**config.mk**
```make
export PLATFORM = sky130hd
export DESIGN_NAME = grid_line_step_generator_unit
export DESIGN_NICKNAME = d
export VERILOG_FILES = /design/src/hdl/glsg_pkg.sv /design/src/hdl/glsg_ctrl.sv /design/src/hdl/glsg_datapath.sv /design/src/hdl/grid_line_step_generator_unit.sv
export SDC_FILE = /design/constraint.sdc
export NUM_CORES = 1
export LEC_CHECK = 0
export ABC_AREA = 1
export BUFFER_PORTS_ARGS = -buffer_cell sky130_fd_sc_hd__buf_2
export CELL_PAD_IN_SITES_DETAIL_PLACEMENT = 2
export CELL_PAD_IN_SITES_GLOBAL_PLACEMENT = 2
export CORE_UTILIZATION = 38
export DETAILED_ROUTE_END_ITERATION = 8
export PLACE_DENSITY = 0.84
export SETUP_SLACK_MARGIN = 0.15
export SYNTH_ARGS = -nofsm -noshare
export SYNTH_HDL_FRONTEND = slang
export SYNTH_SLANG_ARGS = --single-unit
```
**constraint.sdc**
```tcl
create_clock -name clk_i -period 2.59 [get_ports clk_i]
set_input_delay 0.518 -clock clk_i [delete_from_list [all_inputs] [get_ports clk_i]]
set_output_delay 0.518 -clock clk_i [all_outputs]
set_load 0.02 [all_outputs]
```
**src/hdl/glsg_pkg.sv**
```systemverilog
// ----------------------------------------------------------------------------
// glsg_pkg
// Shared types, constants and helper functions of the grid line step generator.
// ----------------------------------------------------------------------------
`default_nettype none

package glsg_pkg;

  // Width of one signed span field (dx, dy).
  localparam int SPAN_W = 7;
  // Largest span magnitude; larger inputs are saturated to it.
  localparam int MAX_SPAN = 32;
  // Width of the step counter, holds up to 2 * MAX_SPAN.
  localparam int CNT_W = 7;
  // Width of the midpoint test accumulators; covers MAX_SPAN * (4 * MAX_SPAN + 1).
  localparam int ACC_W = 16;
  // Width of one signed step field.
  localparam int STEP_W = 2;

  localparam logic signed [STEP_W-1:0] STEP_NONE = 2'sb00;
  localparam logic signed [STEP_W-1:0] STEP_POS  = 2'sb01;
  localparam logic signed [STEP_W-1:0] STEP_NEG  = 2'sb11;

  // Commands from the controller to the datapath.
  typedef struct packed {
    logic load;  // capture a new move from the input transfer
    logic step;  // compute one step into the output register
  } glsg_cmd_t;

  // Status from the datapath to the controller.
  typedef struct packed {
    logic steps_zero;  // no step is left in the current move
    logic steps_last;  // exactly one step is left
    logic out_free;    // the output register can take a step this cycle
  } glsg_status_t;

  // Clamp a span to -MAX_SPAN..MAX_SPAN.
  function automatic logic signed [SPAN_W-1:0] sat_span(input logic signed [SPAN_W-1:0] v);
    logic signed [SPAN_W-1:0] r;
    if (v > MAX_SPAN) begin
      r = SPAN_W'(MAX_SPAN);
    end else if (v < -MAX_SPAN) begin
      r = SPAN_W'(-MAX_SPAN);
    end else begin
      r = v;
    end
    return r;
  endfunction

  // Magnitude of an already saturated span.
  function automatic logic [CNT_W-1:0] abs_span(input logic signed [SPAN_W-1:0] v);
    logic [CNT_W-1:0] r;
    if (v[SPAN_W-1]) begin
      r = CNT_W'(-v);
    end else begin
      r = CNT_W'(v);
    end
    return r;
  endfunction

endpackage

`default_nettype wire

```
**src/hdl/glsg_ctrl.sv**
```systemverilog
// ----------------------------------------------------------------------------
// glsg_ctrl
// Sequencer: takes a move, runs a set-up state, then issues one step per
// cycle whenever the output register has room.
// ----------------------------------------------------------------------------
`default_nettype none

module glsg_ctrl (
  input  wire                        clk_i,
  input  wire                        rst_ni,
  input  wire                        in_valid_i,
  output logic                       in_ready_o,
  input  wire glsg_pkg::glsg_status_t status_i,
  output glsg_pkg::glsg_cmd_t         cmd_o
);

  typedef enum logic [2:0] {
    ST_IDLE  = 3'b001,
    ST_SETUP = 3'b010,
    ST_RUN   = 3'b100
  } state_e;

  state_e state_q, state_d;

  always_comb begin
    state_d    = state_q;
    in_ready_o = 1'b0;
    cmd_o      = '0;
    case (state_q)
      ST_IDLE: begin
        in_ready_o = 1'b1;
        if (in_valid_i) begin
          cmd_o.load = 1'b1;
          state_d    = ST_SETUP;
        end
      end
      ST_SETUP: begin
        if (status_i.steps_zero) begin
          state_d = ST_IDLE;
        end else begin
          state_d = ST_RUN;
        end
      end
      ST_RUN: begin
        if (status_i.out_free) begin
          cmd_o.step = 1'b1;
          if (status_i.steps_last) begin
            state_d = ST_IDLE;
          end
        end
      end
      default: begin
        state_d = ST_IDLE;
      end
    endcase
  end

  always_ff @(posedge clk_i or negedge rst_ni) begin
    if (!rst_ni) begin
      state_q <= ST_IDLE;
    end else begin
      state_q <= state_d;
    end
  end

endmodule

`default_nettype wire

```
**src/hdl/glsg_datapath.sv**
```systemverilog
// ----------------------------------------------------------------------------
// glsg_datapath
// Move registers, step counter, incremental midpoint test and output register.
// ----------------------------------------------------------------------------
`default_nettype none

module glsg_datapath (
  input  wire                                       clk_i,
  input  wire                                       rst_ni,
  input  wire glsg_pkg::glsg_cmd_t                  cmd_i,
  output glsg_pkg::glsg_status_t                     status_o,
  input  wire logic signed [glsg_pkg::SPAN_W-1:0]   dx_i,
  input  wire logic signed [glsg_pkg::SPAN_W-1:0]   dy_i,
  output logic                                      out_valid_o,
  input  wire                                       out_ready_i,
  output logic signed [glsg_pkg::STEP_W-1:0]        step_x_o,
  output logic signed [glsg_pkg::STEP_W-1:0]        step_y_o,
  output logic                                      last_step_o
);

  localparam int SW = glsg_pkg::SPAN_W;
  localparam int AW = glsg_pkg::ACC_W;

  logic signed [SW-1:0] tx_d, ty_d;
  logic signed [SW-1:0] tx_q, ty_q;
  logic [glsg_pkg::CNT_W-1:0] steps_q, steps_d;
  // lhs tracks dy * (2*cx + sign(dx)), rhs tracks dx * (2*cy + sign(dy)).
  logic signed [AW-1:0] lhs_q, lhs_d, rhs_q, rhs_d;
  logic signed [AW-1:0] lhs_init, rhs_init;
  logic signed [AW-1:0] lhs_init_q, rhs_init_q;
  logic signed [AW-1:0] tx_ext, ty_ext;

  logic take_y;
  logic out_valid_q, out_valid_d;
  logic signed [glsg_pkg::STEP_W-1:0] step_x_q, step_y_q;
  logic last_q;

  assign tx_d   = glsg_pkg::sat_span(dx_i);
  assign ty_d   = glsg_pkg::sat_span(dy_i);
  assign tx_ext = {{(AW-SW){tx_d[SW-1]}}, tx_d};
  assign ty_ext = {{(AW-SW){ty_d[SW-1]}}, ty_d};
  assign lhs_init = tx_d[SW-1] ? -ty_ext : ty_ext;
  assign rhs_init = ty_d[SW-1] ? -tx_ext : tx_ext;

  // Midpoint test: opposite signs compare with less-than, equal signs with
  // greater-than. A vertical move always steps in y, a horizontal one in x.
  always_comb begin
    if (tx_q == '0) begin
      take_y = 1'b1;
    end else if (ty_q == '0) begin
      take_y = 1'b0;
    end else if (tx_q[SW-1] != ty_q[SW-1]) begin
      take_y = lhs_q < rhs_q;
    end else begin
      take_y = lhs_q > rhs_q;
    end
  end

  always_comb begin
    steps_d     = steps_q;
    lhs_d       = lhs_q;
    rhs_d       = rhs_q;
    out_valid_d = out_valid_q & ~out_ready_i;
    if (cmd_i.load) begin
      steps_d = glsg_pkg::abs_span(tx_d) + glsg_pkg::abs_span(ty_d);
      lhs_d   = lhs_init;
      rhs_d   = rhs_init;
    end else if (cmd_i.step) begin
      steps_d     = steps_q - glsg_pkg::CNT_W'(1);
      out_valid_d = 1'b1;
      // Each unit step moves the tracked product by twice its initial value.
      if (take_y) begin
        rhs_d = rhs_q + {rhs_init_q[AW-2:0], 1'b0};
      end else begin
        lhs_d = lhs_q + {lhs_init_q[AW-2:0], 1'b0};
      end
    end
  end

  always_ff @(posedge clk_i or negedge rst_ni) begin
    if (!rst_ni) begin
      steps_q     <= '0;
      out_valid_q <= 1'b0;
    end else begin
      steps_q     <= steps_d;
      out_valid_q <= out_valid_d;
    end
  end

  always_ff @(posedge clk_i) begin
    lhs_q <= lhs_d;
    rhs_q <= rhs_d;
    if (cmd_i.load) begin
      tx_q       <= tx_d;
      ty_q       <= ty_d;
      lhs_init_q <= lhs_init;
      rhs_init_q <= rhs_init;
    end
    if (cmd_i.step) begin
      step_x_q <= take_y ? glsg_pkg::STEP_NONE
                         : (tx_q[SW-1] ? glsg_pkg::STEP_NEG : glsg_pkg::STEP_POS);
      step_y_q <= take_y ? (ty_q[SW-1] ? glsg_pkg::STEP_NEG : glsg_pkg::STEP_POS)
                         : glsg_pkg::STEP_NONE;
      last_q   <= (steps_q == glsg_pkg::CNT_W'(1));
    end
  end

  assign status_o.steps_zero = (steps_q == '0);
  assign status_o.steps_last = (steps_q == glsg_pkg::CNT_W'(1));
  assign status_o.out_free   = ~out_valid_q | out_ready_i;

  assign out_valid_o = out_valid_q;
  assign step_x_o    = step_x_q;
  assign step_y_o    = step_y_q;
  assign last_step_o = last_q;

endmodule

`default_nettype wire

```
**src/hdl/grid_line_step_generator_unit.sv**
```systemverilog
// ----------------------------------------------------------------------------
// grid_line_step_generator_unit
// After a transfer the sequencer passes through its set-up state, then issues
// steps into the output register; a zero move returns to idle from set-up.
// The step loop emits one step per cycle while the output register has room.
// Reset: rst_ni clears the sequencer, step counter and output valid at once.
// ----------------------------------------------------------------------------
`default_nettype none

// Each input transfer carries a relative move (dx, dy). Both spans are clamped
// to -MAX_SPAN..MAX_SPAN, then the block walks a 4-connected path from the
// origin toward the end point, one unit step per output transfer, with tlast
// marking the final step. A move of (0,0) produces no output.
//
// The choice between an x step and a y step is a half-cell midpoint test
// against the line y = (dy/dx) x. It is done exactly in integers: the two
// cross products dy*(2cx +/- 1) and dx*(2cy +/- 1) are kept in accumulators
// that move by +/- 2*dy or +/- 2*dx on each step, so no multiplier is needed.
//
// The controller owns the handshake sequencing; the datapath holds the move,
// the step counter, the accumulators and the output register. The input side
// is ready whenever no move is in progress, even while the final step of the
// previous move still waits in the output register.

module grid_line_step_generator_unit (
  input  wire        clk_i,
  input  wire        rst_ni,
  // Input move.
  input  wire        s_axis_tvalid_i,
  output logic       s_axis_tready_o,
  input  wire [15:0] s_axis_tdata_i,  // [6:0] dx, [13:7] dy, [15:14] zero
  // Output steps.
  output logic       m_axis_tvalid_o,
  input  wire        m_axis_tready_i,
  output logic [7:0] m_axis_tdata_o,  // [1:0] step_x, [3:2] step_y, [7:4] zero
  output logic       m_axis_tlast_o   // last_step
);

  glsg_pkg::glsg_cmd_t    cmd;
  glsg_pkg::glsg_status_t status;

  logic signed [glsg_pkg::SPAN_W-1:0] dx, dy;
  logic signed [glsg_pkg::STEP_W-1:0] step_x, step_y;

  assign dx = s_axis_tdata_i[glsg_pkg::SPAN_W-1:0];
  assign dy = s_axis_tdata_i[2*glsg_pkg::SPAN_W-1:glsg_pkg::SPAN_W];

  glsg_ctrl u_ctrl (
    .clk_i      (clk_i),
    .rst_ni     (rst_ni),
    .in_valid_i (s_axis_tvalid_i),
    .in_ready_o (s_axis_tready_o),
    .status_i   (status),
    .cmd_o      (cmd)
  );

  glsg_datapath u_datapath (
    .clk_i       (clk_i),
    .rst_ni      (rst_ni),
    .cmd_i       (cmd),
    .status_o    (status),
    .dx_i        (dx),
    .dy_i        (dy),
    .out_valid_o (m_axis_tvalid_o),
    .out_ready_i (m_axis_tready_i),
    .step_x_o    (step_x),
    .step_y_o    (step_y),
    .last_step_o (m_axis_tlast_o)
  );

  assign m_axis_tdata_o = {4'b0000, step_y, step_x};

endmodule

`default_nettype wire
```
==> results of run 1 <==
## kinds of logic after synthesis
kind of cell,count (synthesis),share of synthesized area
AO/OA/AOI/OAI,126,0.108
XOR/XNOR,22,0.0306
adder cells (fa/ha/maj),64,0.131
buffers and inverters,131,0.0833
flip-flops,88,0.411
other,1,0.000595
AND/OR/NAND/NOR,324,0.235
## synthesized netlist by cell type, types with 3 or more instances
master                       n  area [um2]
sky130_fd_sc_hd__nand2_1   176         661
sky130_fd_sc_hd__o21ai_0    54         270
sky130_fd_sc_hd__buf_2       4        20.0
sky130_fd_sc_hd__or2_2       3        18.8
sky130_fd_sc_hd__ha_1       61         763
sky130_fd_sc_hd__o21bai_1    3        22.5
sky130_fd_sc_hd__fa_1        3        60.1
sky130_fd_sc_hd__a21oi_1    48         240
sky130_fd_sc_hd__nor2_2      5        31.3
sky130_fd_sc_hd__buf_4       4        30.0
sky130_fd_sc_hd__dfrtp_1    10         250
sky130_fd_sc_hd__a31oi_1     4        25.0
sky130_fd_sc_hd__nand2_4     3        33.8
sky130_fd_sc_hd__clkbuf_1    9        33.8
sky130_fd_sc_hd__nor3_1      9        45.0
sky130_fd_sc_hd__a21o_1      6        45.0
sky130_fd_sc_hd__nand4_1     8        50.1
sky130_fd_sc_hd__nor2_4      4        45.0
sky130_fd_sc_hd__inv_2       3        11.3
sky130_fd_sc_hd__nand2_2     7        43.8
sky130_fd_sc_hd__xor2_1     11        96.3
sky130_fd_sc_hd__xnor2_1    11        96.3
sky130_fd_sc_hd__nor2_1     50         188
sky130_fd_sc_hd__edfxtp_1   77        2310
sky130_fd_sc_hd__inv_1     108         405
sky130_fd_sc_hd__nand3_1    48         240
## per-stage QoR
stage | setup TNS, ns | std cells | hold slack [ns] | area [um2] | setup WS, ns
2_1_floorplan | -0.149 | 759 | 0.222 | 6380 | -0.149
3_3_place_gp | -1.00 | 1060 | 0.406 | 7310 | -0.340
3_5_place_dp | -3.45 | 1060 | 0.411 | 7310 | -0.599
4_1_cts | -0.380 | 1105 | 0.0190 | 8230 | -0.158
## repair_timing
| action | in CTS |
|---|---|
| pin swaps | 36 |
| gates cloned | 1 |
| endpoints found under the setup margin | 45 |
| gates resized for setup | 94 |
| buffers inserted | 29 |
==> out/metrics.cfg, run 1 <==
[outcome]
run_status = did not finish
failed_stage = global routing (5_1_grt)
toolErrorMsg = [ERROR DPL-0033] detailed placement checks failed during check placement.

[placed_design]
place.detailed.hpwl_mm = 18.0
gp_congestion = 0.826
buffer_ports.inserted = 24

[clocking]
cts_root_buf = sky130_fd_sc_hd__clkbuf_16
clock_tree.buffer_depth = 2
hold_buffers = 0
cts_num_sinks = 88
ctsHtreeMaxLevel = 3
cts_buffers = 9

[floorplanning]
fp.dieH_um = 131
number_of_rows_in_the_core_area = 46
num_io_pins = 31
initial_core_utilization = 0.392
floorplan_die_width_um = 131

[synthesis]
synth_enable_flop_cells = 77
syn_avg_cell_area_um2 = 8.33
async_sr_flop_fraction = 0.125
ys_warn_count = 0
sequential_share_of_the_synthesized_area = 0.411
post_synthesis_instance_area_um2 = 6300
post_synthesis_instance_total = 756
dominantRegCellSynth = sky130_fd_sc_hd__edfxtp_1
synth_seq_cells = 88
ys_types = 43

[timing]
timing.worst_endpoint.kind = register input
worst_setup_endpoint_grt = u_datapath.steps_q[5]$_DFFE_PN0P_/D

[grt]
maximum_number_of_pins_on_one_net_before_global_route_repair = 53
grt_antenna_before_repair = 3

==> inputs of run 2 (changes only) <==
CELL_PAD_IN_SITES_DETAIL_PLACEMENT = not set   (was 2)
CELL_PAD_IN_SITES_GLOBAL_PLACEMENT = not set   (was 2)
CORE_UTILIZATION = 40   (was 38)
PLACE_DENSITY = not set   (was 0.84)
PLACE_DENSITY_LB_ADDON = 0.15   (was not set)
SETUP_SLACK_MARGIN = not set   (was 0.15)
==> run 2 against run 1 <==
Against the previous run: the run now ends clean; synthesized cell count unchanged; synthesized area unchanged.
==> out/metrics.cfg, run 2 <==
[cells_and_area]
final.fill_count = 1437
nets = 951
antenna_cells = 0
final_design_utilization = 0.522
registers_with_the_most_flip_flops = u_datapath.lhs_q: 16 flops, u_datapath.rhs_q: 16 flops, u_datapath.lhs_init_q: 14 flops
final_common_cell = sky130_fd_sc_hd__nand2_1
final_cell_count_no_fill = 1083
final_layout_size_suffix_gt1_frac = 0.258
final_cell_mix = sky130_fd_sc_hd__nand2_1 (165), sky130_fd_sc_hd__inv_1 (101), sky130_fd_sc_hd__buf_4 (87), sky130_fd_sc_hd__edfxtp_1 (77), sky130_fd_sc_hd__ha_1 (55)
area_growth_pct = 26.4

[synthesis]
synth.mux.area_fraction = 0  ; unchanged
syn_avg_cell_area_um2 = 8.33  ; unchanged
synth_top_cell_by_area = sky130_fd_sc_hd__edfxtp_1
synth_xor_area_frac = 0.0306  ; unchanged
yosys.area_share.adder = 0.131  ; unchanged
ys_warn_count = 0  ; unchanged
ys_types = 43  ; unchanged
dominantRegCellSynth = sky130_fd_sc_hd__edfxtp_1
synth_top_family_by_area = simple AND/OR/NAND/NOR gates
synth_largest_type_area_fraction = 0.367  ; unchanged
synth_seq_cells = 88  ; unchanged
post_synthesis_instance_total = 756  ; unchanged
synthMostInstantiatedCell = sky130_fd_sc_hd__nand2_1
async_sr_flop_fraction = 0.125  ; unchanged
synth_enable_flop_cells = 77  ; unchanged
synth_area_leaders = sky130_fd_sc_hd__edfxtp_1 (37%), sky130_fd_sc_hd__ha_1 (12%), sky130_fd_sc_hd__nand2_1 (10%), sky130_fd_sc_hd__inv_1 (6.4%), sky130_fd_sc_hd__o21ai_0 (4.3%)
synth_compound_gate_area_share = 0.108  ; unchanged
synth_top_cells_by_count = sky130_fd_sc_hd__nand2_1 (176), sky130_fd_sc_hd__inv_1 (108), sky130_fd_sc_hd__edfxtp_1 (77), sky130_fd_sc_hd__ha_1 (61), sky130_fd_sc_hd__o21ai_0 (54)
synth_simple_gate_area_share = 0.235  ; unchanged
sequential_share_of_the_synthesized_area = 0.411  ; unchanged
post_synthesis_instance_area_um2 = 6300  ; unchanged

[floorplanning]
floorplan_die_width_um = 127  ; -2.5%
num_io_pins = 31  ; unchanged
initial_core_utilization = 0.413  ; +0.0205
fp.dieArea_um2 = 16200
fp.dieH_um = 127  ; -2.5%
core_um2 = 15300
number_of_rows_in_the_core_area = 45  ; -2.2%

[clocking]
clk_pin_slew_worst_paths_ns = 0.07
insertion_delay_ns = 0.35
cts_root_buf = sky130_fd_sc_hd__clkbuf_16
cts_buffers = 9  ; unchanged
cts_tree = yes
hold_buffers = 0  ; unchanged
clock_tree.buffer_depth = 2  ; unchanged
ctsHtreeMaxLevel = 3  ; unchanged
cts_num_sinks = 88  ; unchanged

[timing]
layout_min_cycle_time_ns = 2.58
report.final.slew_viol_count = 0
setup_ws_ns = 0.00649
clock-skew-final_ns = 0.00873
final_count_of_hold_timing_violations = 0
max_freq_mhz = 387
finalSetupViolations = 0
rsz0062_at_grt = yes
finalCritPeriodShare = 0.997
fin_hold_ws_ns = 0.0243

[worst_setup_path]
rr_endpoint = u_datapath.rhs_q[14]$_DFFE_PP_
setup.worst_path.end_class = flip-flop
timing.reg2reg.setup_slack_ns = 0.19
crit_path_dat_ns = 2.82
critical_path_required_ns = 2.83
crit_type = in -> reg
worst_r2r_path_depth = 13
worst_r2r_startpoint = u_datapath.lhs_q[11]$_DFFE_PP_
worst-path-max-fanout = 4
crit_path_start_kind = input pin

[power_and_ir_drop]
max-vdd-ir-drop_mv = 0.520
power.share.sequential = 0.304
share_comb_of_total_power = 0.556
cell_internal_pwr_mw = 5.08
total_switching_power_mw = 3.91
sw_frac_of_total = 0.435
leakagePower_nw = 3.77
pwr_density_cell_nw_per_um2 = 1130
p_clk_frac = 0.140
design_power_total_mw = 9.00

[detailed_routing]
drtPass1Iterations = 5
drt-vias-per-instance = 4.90
postRouteAntennaNets = 0
routed-via-count = 5312
drt_first_iter_violations = 315
drcViolationCount = 0
finalWirelength_mm = 15.3
wire_per_inst_um = 14.1

[grt]
grt_pass1_vias = 5133
grt_antenna_before_repair = 0
grtUsageTotal = 0.200
grt_pass1_wl_mm = 25.0
grt_total_ovfl = 0
maximum_number_of_pins_on_one_net_before_global_route_repair = 44

[worst_hold_path]
holdCritPathClass = in -> async

[placed_design]
placed_cells_incl_taps = 1057  ; -0.28%
place.detailed.hpwl_mm = 11.5  ; -36%
gp_congestion = 0.869  ; +5.2%
detailedPlace.worstSlack_ns = -0.465  ; +0.134 ns
buffer_ports.inserted = 24  ; unchanged

[run]
maxCapViolations = 0

[outcome]
run_status = finished clean

==> run 2: cell counts after synthesis <==
Identical to the previous run, type by type.
==> run 2: how the worst max path moves through the flow <==
stage | end | depth (start not counted) | from | slack (ns)
2_1_floorplan | u_datapath.steps_q[6]$_DFFE_PN0P_ | 19 | s_axis_tdata_i[10] | -0.16
5_1_grt | u_datapath.steps_q[6]$_DFFE_PN0P_ | 20 | s_axis_tdata_i[2] | -0.20
4_1_cts | u_datapath.steps_q[6]$_DFFE_PN0P_ | 20 | s_axis_tdata_i[8] | -0.03
6_report | u_datapath.steps_q[6]$_DFFE_PN0P_ | 20 | s_axis_tdata_i[1] | 0.006
3_3_place_gp | u_datapath.steps_q[6]$_DFFE_PN0P_ | 20 | s_axis_tdata_i[0] | -0.37
3_5_place_dp | u_datapath.steps_q[6]$_DFFE_PN0P_ | 20 | s_axis_tdata_i[8] | -0.46
==> run 2: cell families (layout without fill, tap and decap cells) <==
group	Yosys count	count (layout)
simple gates	324	324
buf+inv	131	244
compound gates	126	126
flops	88	88
fa+ha+maj	64	64
xor+xnor	22	22
other cells	1	4
==> run 2: metal layers <==
layer  vias up  global-route usage  share of wire
li1       2745                   -              -
met1      2473               0.251           0.45
met2        71               0.346           0.50
met3        23              0.0276          0.025
met4         0              0.0777          0.019
met5         -                   0              0
==> run 2: worst max-delay path: stages <==
cell and delay (ns):
sky130_fd_sc_hd__buf_6 0.10, sky130_fd_sc_hd__nor2_4 0.08, sky130_fd_sc_hd__nand4_1 0.11, sky130_fd_sc_hd__nand2_2 0.12
sky130_fd_sc_hd__nand2_2 0.08, sky130_fd_sc_hd__nor2_4 0.20, sky130_fd_sc_hd__nor2_1 0.07, sky130_fd_sc_hd__nand2_1 0.14
sky130_fd_sc_hd__nand2_2 0.09, sky130_fd_sc_hd__nand3_2 0.09, sky130_fd_sc_hd__o21ai_4 0.08, sky130_fd_sc_hd__ha_4 0.28
sky130_fd_sc_hd__inv_2 0.04, sky130_fd_sc_hd__o21bai_1 0.21, sky130_fd_sc_hd__and2_1 0.20, sky130_fd_sc_hd__nor2_1 0.06
sky130_fd_sc_hd__o21ai_2 0.13, sky130_fd_sc_hd__nand2_1 0.08, sky130_fd_sc_hd__nand3_2 0.09, sky130_fd_sc_hd__nand3_2 0.05
==> run 2: timing repair <==
| action | 4_1_cts | 5_1_grt |
|---|---|---|
| pin swaps | 2 | 39 |
| setup endpoints to repair | 2 | 35 |
| cloned | 0 | 0 |
| buffers inserted | 1 | 9 |
| gates resized for setup | 7 | 70 |
==> run 2: area by class of cell <==
class,instances,area (um2),area share
tap,211,264,0.0332
timing repair buffer,115,901,0.113
multi-input combinational,540,3490,0.439
clock buffer,9,225,0.0283
sequential,88,2590,0.325
inverter,113,429,0.0539
clock inverter,7,56.3,0.00707
==> run 2: stage by stage <==
step	TNS [ns]	area, um2
2_1_floorplan	-0.221	6340
3_3_place_gp	-1.08	7290
3_5_place_dp	-1.55	7290
4_1_cts	-0.0276	7600
5_1_grt	-0.320	7960
6_report	0	7960
==> run 2: power by group through the flow <==
stage	Sequential, mW	Combinational [mW]	Clock, mW
floorplan	2.65	3.53	0
global placement	2.76	4.70	0
detailed placement	2.78	4.79	0
CTS	2.75	4.85	1.29
global route	2.79	5.73	1.35
finish	2.73	5.00	1.26
Note: power is estimated with default switching activity, not from simulation.
==> inputs of run 3 (changes only) <==
ABC_AREA = not set   (was 1)
==> run 3 against run 2 <==
Against the previous run: global-route usage decreased by 0.35 points; critical path depth decreased by 8; sequential power decreased by 4%; critical endpoint is now u_datapath.lhs_q[11]$_DFFE_PP_; the run now ends with setup timing left; clock power about the same; highest routed layer unchanged.
==> out/metrics.cfg, run 3 <==
[timing]
setup_ws_ns = -0.406  ; -0.413 ns
report.final.slew_viol_count = 0  ; unchanged
rsz0062_at_grt = yes
final_count_of_hold_timing_violations = 0  ; unchanged
layout_min_cycle_time_ns = 3.00  ; +0.413 ns
max_freq_mhz = 334  ; -14%
worst_rel_slew_slack = 0.598
tightest_slew_ns = 0.596
finalCritPeriodShare = 1.16  ; +0.159
clock-skew-final_ns = 0.00984  ; +0.00111 ns
fin_hold_ws_ns = 0.0179  ; -0.00642 ns
finalSetupViolations = 38  ; +38

[grt]
grt_total_ovfl = 0  ; unchanged
global_routing_usage_on_met1 = 0.248  ; -0.00360
grt_util_met2 = 0.339  ; -0.00738
grt_pass1_vias = 4813  ; -6.2%
grt_antenna_before_repair = 0  ; unchanged
grt_pass1_wl_mm = 23.9  ; -4.7%
maximum_number_of_pins_on_one_net_before_global_route_repair = 40  ; -9.1%
grtUsageTotal = 0.196  ; -0.00349
grt-busiest-layer = met2
global_route.usage.met3 = 0.0270  ; -0.000681

[detailed_routing]
drt-vias-per-instance = 5.14  ; +4.7%
postRouteAntennaNets = 0  ; unchanged
routed-via-count = 4818  ; -9.3%
drcViolationCount = 0  ; unchanged
wire_per_inst_um = 15.8  ; +12%
drt_first_iter_violations = 290  ; -7.9%
finalWirelength_mm = 14.8  ; -3.1%
drtPass1Iterations = 4  ; -1

[worst_setup_path]
worst_r2r_path_depth = 12  ; -1
worst_r2r_startpoint = u_datapath.rhs_q[10]$_DFFE_PP_
crit_path_dat_ns = 3.05  ; +0.23 ns
critical_path_required_ns = 2.65  ; -0.18 ns
timing.reg2reg.setup_slack_ns = -0.41  ; -0.60 ns
crit_type = reg -> reg
worst-path-max-fanout = 8  ; +4
setup.worst_path.end_class = flip-flop
crit_path_start_kind = flip-flop
rr_endpoint = u_datapath.lhs_q[11]$_DFFE_PP_

[synthesis]
post_synthesis_instance_area_um2 = 6050  ; -3.9%
async_sr_flop_fraction = 0.125  ; unchanged
synth.mux.area_fraction = 0.0184  ; +0.0184
sequential_share_of_the_synthesized_area = 0.428  ; +0.0168
yosys.area_share.adder = 0.136  ; +0.00535
synth_top_cells_by_count = sky130_fd_sc_hd__edfxtp_1 (77), sky130_fd_sc_hd__ha_1 (61), sky130_fd_sc_hd__nand2_1 (55), sky130_fd_sc_hd__nor2_1 (54), sky130_fd_sc_hd__o21ai_0 (46)
dominantRegCellSynth = sky130_fd_sc_hd__edfxtp_1
synth_area_leaders = sky130_fd_sc_hd__edfxtp_1 (38%), sky130_fd_sc_hd__ha_1 (13%), sky130_fd_sc_hd__dfrtp_1 (4.1%), sky130_fd_sc_hd__o21ai_0 (3.8%), sky130_fd_sc_hd__xnor2_1 (3.5%)
synthMostInstantiatedCell = sky130_fd_sc_hd__edfxtp_1
synth_enable_flop_cells = 77  ; unchanged
synth_largest_type_area_fraction = 0.382  ; +0.0150
synth_compound_gate_area_share = 0.163  ; +0.0541
synth_top_family_by_area = compound AO/OA/AOI/OAI gates
synth_xor_area_frac = 0.0637  ; +0.0331
post_synthesis_instance_total = 609  ; -19%
ys_warn_count = 0  ; unchanged
ys_types = 64  ; +49%
syn_avg_cell_area_um2 = 9.93  ; +19%
synth_simple_gate_area_share = 0.147  ; -0.0882
synth_seq_cells = 88  ; unchanged
synth_top_cell_by_area = sky130_fd_sc_hd__edfxtp_1

[cells_and_area]
nets = 833  ; -12%
final_cell_mix = sky130_fd_sc_hd__buf_4 (113), sky130_fd_sc_hd__edfxtp_1 (77), sky130_fd_sc_hd__nor2_1 (54), sky130_fd_sc_hd__ha_1 (53), sky130_fd_sc_hd__nand2_1 (52)
final_layout_size_suffix_gt1_frac = 0.329  ; +0.0709
registers_with_the_most_flip_flops = u_datapath.lhs_q: 16 flops, u_datapath.rhs_q: 16 flops, u_datapath.lhs_init_q: 14 flops
final.fill_count = 1292  ; -10%
final_common_cell = sky130_fd_sc_hd__buf_4
antenna_cells = 0  ; unchanged
area_growth_pct = 31.8

[floorplanning]
fp.dieArea_um2 = 15600  ; -3.9%
floorplan_die_width_um = 125  ; -2.0%
number_of_rows_in_the_core_area = 44  ; -2.2%
num_io_pins = 31  ; unchanged
core_um2 = 14600  ; -4.0%
initial_core_utilization = 0.413  ; about the same
fp.dieH_um = 125  ; -2.0%

[clocking]
insertion_delay_ns = 0.35  ; about the same
ctsHtreeMaxLevel = 3  ; unchanged
clk_pin_slew_worst_paths_ns = 0.07  ; about the same
clock_tree.buffer_depth = 2  ; unchanged
cts_root_buf = sky130_fd_sc_hd__clkbuf_16
cts_num_sinks = 88  ; unchanged
cts_tree = yes
cts_buffers = 9  ; unchanged

[outcome]
failing_checks = setup timing
run_status = complete, but fails checks

[placed_design]
gp_congestion = 0.843  ; -2.9%
buffer_ports.inserted = 24  ; unchanged
place.detailed.hpwl_mm = 10.9  ; -5.5%

[worst_hold_path]
holdCritPathClass = in -> async

[power_and_ir_drop]
sw_frac_of_total = 0.389  ; -0.0463
max-vdd-ir-drop_mv = 0.456  ; -12%
share_comb_of_total_power = 0.581  ; +0.025
p_clk_frac = 0.137  ; -0.003
design_power_total_mw = 9.34  ; +3.9%
total_switching_power_mw = 3.63  ; -7.2%
cell_internal_pwr_mw = 5.71  ; +12%
power.share.sequential = 0.282  ; -0.022
leakagePower_nw = 3.41  ; -9.6%
pwr_density_cell_nw_per_um2 = 1170  ; +3.7%

[run]
maxCapViolations = 0  ; unchanged

## run 3: changes by cell type after synthesis, sizes merged, moves of 9 or more
cell and delta:
a21oi -15, and2 +9, inv -71, mux2 +9, nand2 -132, nand2b +11
nand3 -41, o21a +10, xnor2 +13, xor2 +9
## run 3: layer usage
| metal | wire, um | vias up | share of wire |
|---|---|---|---|
| li1 | - | 2468 | - |
| met1 | 6930 | 2284 | 0.47 |
| met2 | 7390 | 52 | 0.50 |
| met3 | 273 | 14 | 0.018 |
| met4 | 248 | 0 | 0.017 |
| met5 | 0 | - | 0 |
## run 3: kinds of logic after synthesis
group / count (synthesis)
compound gates: 152
xor+xnor: 44
fa+ha+maj: 64
other cells: 1
simple gates: 185
mux: 10
flops: 88
buf+inv: 65
## run 3: worst max path at each step
stage	to	depth (start not counted)	slack, ns	from
2_1_floorplan	u_datapath.steps_q[6]$_DFFE_PN0P_	16	-0.62	s_axis_tdata_i[10]
3_3_place_gp	u_datapath.steps_q[6]$_DFFE_PN0P_	17	-0.68	s_axis_tdata_i[10]
3_5_place_dp	u_datapath.steps_q[6]$_DFFE_PN0P_	17	-0.75	s_axis_tdata_i[10]
4_1_cts	u_datapath.rhs_q[13]$_DFFE_PP_	13	-0.36	u_datapath.rhs_q[10]$_DFFE_PP_
5_1_grt	u_datapath.lhs_q[12]$_DFFE_PP_	12	-0.57	u_datapath.rhs_q[10]$_DFFE_PP_
6_report	u_datapath.lhs_q[11]$_DFFE_PP_	12	-0.41	u_datapath.rhs_q[10]$_DFFE_PP_
## run 3: per-stage QoR
| step | std cells | utilization | setup TNS [ns] | setup WS [ns] | cell area (um2) |
|---|---|---|---|---|---|
| after global placement | 894 | 0.488 | -15.23 | -0.675 | 7140 |
| after CTS | 936 | 0.532 | -11.95 | -0.360 | 7800 |
| after floorplan | 612 | - | -6.10 | -0.624 | 6140 |
| final | 938 | 0.544 | -13.85 | -0.406 | 7970 |
| after detailed placement | 894 | 0.488 | -17.08 | -0.754 | 7140 |
| after global routing | 938 | 0.544 | -20.11 | -0.575 | 7970 |
## run 3: layout make-up
type,instances,area [um2],area share
Timing Repair Buffer,148,1130,0.142
Clock inverter,7,61.3,0.00769
Sequential cell,88,2590,0.325
Multi-Input combinational cell,459,3580,0.449
Tap cell,184,230,0.0289
Clock buffer,9,225,0.0282
Inverter,43,161,0.0202
## run 3: repair_timing
item / in CTS / in global routing
resized for setup: 25 / 44
cloned: 2 / 0
endpoints found under the setup margin: 40 / 48
pin swaps: 18 / 35
hold buffers: 0 / 0
buffers inserted: 25 / 11
## run 3: worst max-delay path: stages (launching register included)
cell                       delay, ns
sky130_fd_sc_hd__edfxtp_1       0.44
sky130_fd_sc_hd__inv_2          0.10
sky130_fd_sc_hd__ha_4           0.20
sky130_fd_sc_hd__and3_4         0.17
sky130_fd_sc_hd__o211ai_1       0.22
sky130_fd_sc_hd__nand4_1        0.18
sky130_fd_sc_hd__o31ai_2        0.30
sky130_fd_sc_hd__buf_4          0.17
sky130_fd_sc_hd__mux2i_4        0.26
sky130_fd_sc_hd__o311ai_4       0.16
sky130_fd_sc_hd__buf_6          0.16
sky130_fd_sc_hd__o21ai_4        0.17
sky130_fd_sc_hd__buf_8          0.17
## run 3: power groups by stage
| stage | clock network (mW) | logic [mW] | registers, mW |
|---|---|---|---|
| after global placement | 0 | 4.48 | 2.65 |
| final | 1.28 | 5.43 | 2.63 |
| after CTS | 1.31 | 5.15 | 2.64 |
| after floorplan | 0 | 3.10 | 2.59 |
| after global routing | 1.36 | 6.05 | 2.69 |
| after detailed placement | 0 | 4.62 | 2.66 |
==> inputs of run 4 (changes only) <==
SKIP_CTS_REPAIR_TIMING = 1   (was not set)
==> run 4 against run 3 <==
Against the previous run: the run still ends with setup timing left; setup slack better by 0.017 ns; register-to-register slack better by 0.02 ns; final cell count shrank 1.6%; routed wire length down 2.3%; global-route usage fell by 0.67 points; fmax up 0.57%.
==> out/metrics.cfg, run 4 (synthesized netlist as in run 3, its figures left out) <==
[outcome]
run_status = complete, but fails checks
failing_checks = setup timing

[clocking]
clk_pin_slew_worst_paths_ns = 0.07  ; about the same
clock_tree.buffer_depth = 2  ; unchanged
cts_buffers = 9  ; unchanged
ctsHtreeMaxLevel = 3  ; unchanged
cts_tree = yes
insertion_delay_ns = 0.35  ; about the same
cts_num_sinks = 88  ; unchanged
cts_root_buf = sky130_fd_sc_hd__clkbuf_16

[worst_setup_path]
critical_path_cell_count = 12  ; unchanged
crit_path_dat_ns = 3.05  ; about the same
cp.buffers_inverters = 4  ; unchanged
worst_path_max_delay_cell = sky130_fd_sc_hd__edfxtp_1
worst-path-max-fanout = 7  ; -1
critPathMostFrequentCell = sky130_fd_sc_hd__inv_2
critical_path.top_delay_family = compound AO/OA/AOI/OAI gates
path_cells = inv_2 -> ha_4 -> a21o_1 -> o211ai_1 -> nand4_1 -> o31ai_4 -> buf_4 -> mux2_4 -> o311ai_4 -> inv_2 -> o21ai_4 -> clkbuf_16
crit_path_start_kind = flip-flop
crit_type = reg -> reg
critical_path_required_ns = 2.66  ; about the same
crit_path_max_incr_delay_ns = 0.44  ; about the same
worst_r2r_path_depth = 12  ; unchanged
setup.worst_path.end_class = flip-flop

[cells_and_area]
antenna_cells = 0  ; unchanged
nets = 818  ; -1.8%
final_layout_size_suffix_gt1_frac = 0.310  ; -0.0190
final_common_cell = sky130_fd_sc_hd__buf_4
registers_with_the_most_flip_flops = u_datapath.lhs_q: 16 flops, u_datapath.rhs_q: 16 flops, u_datapath.lhs_init_q: 14 flops
final_cell_count_no_fill = 923  ; -1.6%
area_growth_pct = 29.2
final_cell_mix = sky130_fd_sc_hd__buf_4 (104), sky130_fd_sc_hd__edfxtp_1 (77), sky130_fd_sc_hd__nor2_1 (54), sky130_fd_sc_hd__ha_1 (54), sky130_fd_sc_hd__nand2_1 (52)

[floorplanning]
floorplan_die_width_um = 125  ; unchanged
initial_core_utilization = 0.413  ; unchanged
core_um2 = 14600  ; unchanged
fp.dieArea_um2 = 15600  ; unchanged
number_of_rows_in_the_core_area = 44  ; unchanged
fp.dieH_um = 125  ; unchanged
num_io_pins = 31  ; unchanged

[timing]
max_freq_mhz = 336  ; +0.57%
fin_hold_ws_ns = 0.0195  ; +0.00161 ns
setup_ws_ns = -0.389  ; +0.0170 ns
finalCritPeriodShare = 1.15  ; -0.00658
finalSetupViolations = 37  ; -2.6%
worst_rel_slew_slack = 0.598  ; about the same
final_count_of_hold_timing_violations = 0  ; unchanged
clock-skew-final_ns = 0.00904  ; -0.000801 ns
report.final.slew_viol_count = 0  ; unchanged
layout_min_cycle_time_ns = 2.98  ; -0.0170 ns
rsz0062_at_grt = yes
timing.setup.tns_ns = -11.54  ; +2.31 ns
tightest_slew_ns = 0.596  ; +0.0000412 ns

[power_and_ir_drop]
leakagePower_nw = 3.34  ; -2.1%
max-vdd-ir-drop_mv = 0.433  ; -5.1%
design_power_total_mw = 9.02  ; -3.5%
pwr_density_cell_nw_per_um2 = 1150  ; -1.6%

[grt]
grt_pass1_wl_mm = 23.1  ; -3.1%
grtUsageTotal = 0.190  ; -0.00671
maximum_number_of_pins_on_one_net_before_global_route_repair = 40  ; unchanged
grt_antenna_before_repair = 0  ; unchanged
grt_total_ovfl = 0  ; unchanged
grt_pass1_vias = 4670  ; -3.0%

[detailed_routing]
drt_first_iter_violations = 244  ; -16%
routed-via-count = 4778  ; -0.83%
drt-vias-per-instance = 5.18  ; +0.78%
postRouteAntennaNets = 0  ; unchanged
finalWirelength_mm = 14.5  ; -2.3%
drtPass1Iterations = 5  ; +1
drcViolationCount = 0  ; unchanged
wire_per_inst_um = 15.7  ; -0.66%

[placed_design]
placed_cells_incl_taps = 894  ; unchanged
buffer_ports.inserted = 24  ; unchanged
gp_congestion = 0.843  ; unchanged
place.detailed.hpwl_mm = 10.9  ; unchanged

[run]
maxCapViolations = 0  ; unchanged

[worst_hold_path]
holdCritPathClass = in -> async

-- run 4: cell type report --
type | count | area, um2
Sequential cell | 88 | 2590
Clock buffer | 9 | 225
Timing Repair Buffer | 133 | 1010
Tap cell | 184 | 230
Inverter | 43 | 161
Clock inverter | 7 | 61.3
Fill cell | 1303 | 6830
Multi-Input combinational cell | 459 | 3540
-- run 4: stage by stage --
step	util	area, um2	setup WS (ns)
2_1_floorplan	-	6140	-0.624
3_3_place_gp	0.488	7140	-0.675
3_5_place_dp	0.488	7140	-0.754
4_1_cts	0.507	7430	-0.454
5_1_grt	0.534	7820	-0.533
6_report	0.534	7820	-0.389
-- run 4: final timing paths --
path / startpoint / to / slack [ns]
max in group asynchronous: rst_ni / u_ctrl.state_q[0]$_DFFE_PN1P_ / 2.31
worst min-delay path: rst_ni / u_ctrl.state_q[1]$_DFFE_PN0P_ / 0.02
worst max register to register: u_datapath.rhs_q[10]$_DFFE_PP_ / u_datapath.rhs_q[2]$_DFFE_PP_ / -0.39
min in group clk_i: s_axis_tvalid_i / u_ctrl.state_q[0]$_DFFE_PN1P_ / 0.47
worst min register to register: u_datapath.steps_q[6]$_DFFE_PN0P_ / u_datapath.steps_q[6]$_DFFE_PN0P_ / 0.52
worst max-delay path: u_datapath.rhs_q[10]$_DFFE_PP_ / u_datapath.rhs_q[2]$_DFFE_PP_ / -0.39
-- run 4: layer usage --
metal	share of wire	GRT usage	vias to the layer above	wire length, um
met1	0.47	0.242	2258	6780
li1	-	-	2441	-
met2	0.49	0.327	61	7120
met4	0.020	0.0732	0	293
met5	0	0	-	0
met3	0.022	0.0235	18	312
-- run 4: where the power goes --
group	switching, mW	internal (mW)
clock	0.609	0.672
sequential	0.295	2.34
combinational	2.60	2.50
-- run 4: worst register-to-register path: stages, from the launching register on --
cell and delay (ns):
sky130_fd_sc_hd__edfxtp_1 0.44, sky130_fd_sc_hd__inv_2 0.09, sky130_fd_sc_hd__ha_4 0.19, sky130_fd_sc_hd__a21o_1 0.17, sky130_fd_sc_hd__o211ai_1 0.21, sky130_fd_sc_hd__nand4_1 0.20
sky130_fd_sc_hd__o31ai_4 0.26, sky130_fd_sc_hd__buf_4 0.16, sky130_fd_sc_hd__mux2_4 0.31, sky130_fd_sc_hd__o311ai_4 0.13, sky130_fd_sc_hd__inv_2 0.10, sky130_fd_sc_hd__o21ai_4 0.22
sky130_fd_sc_hd__clkbuf_16 0.20
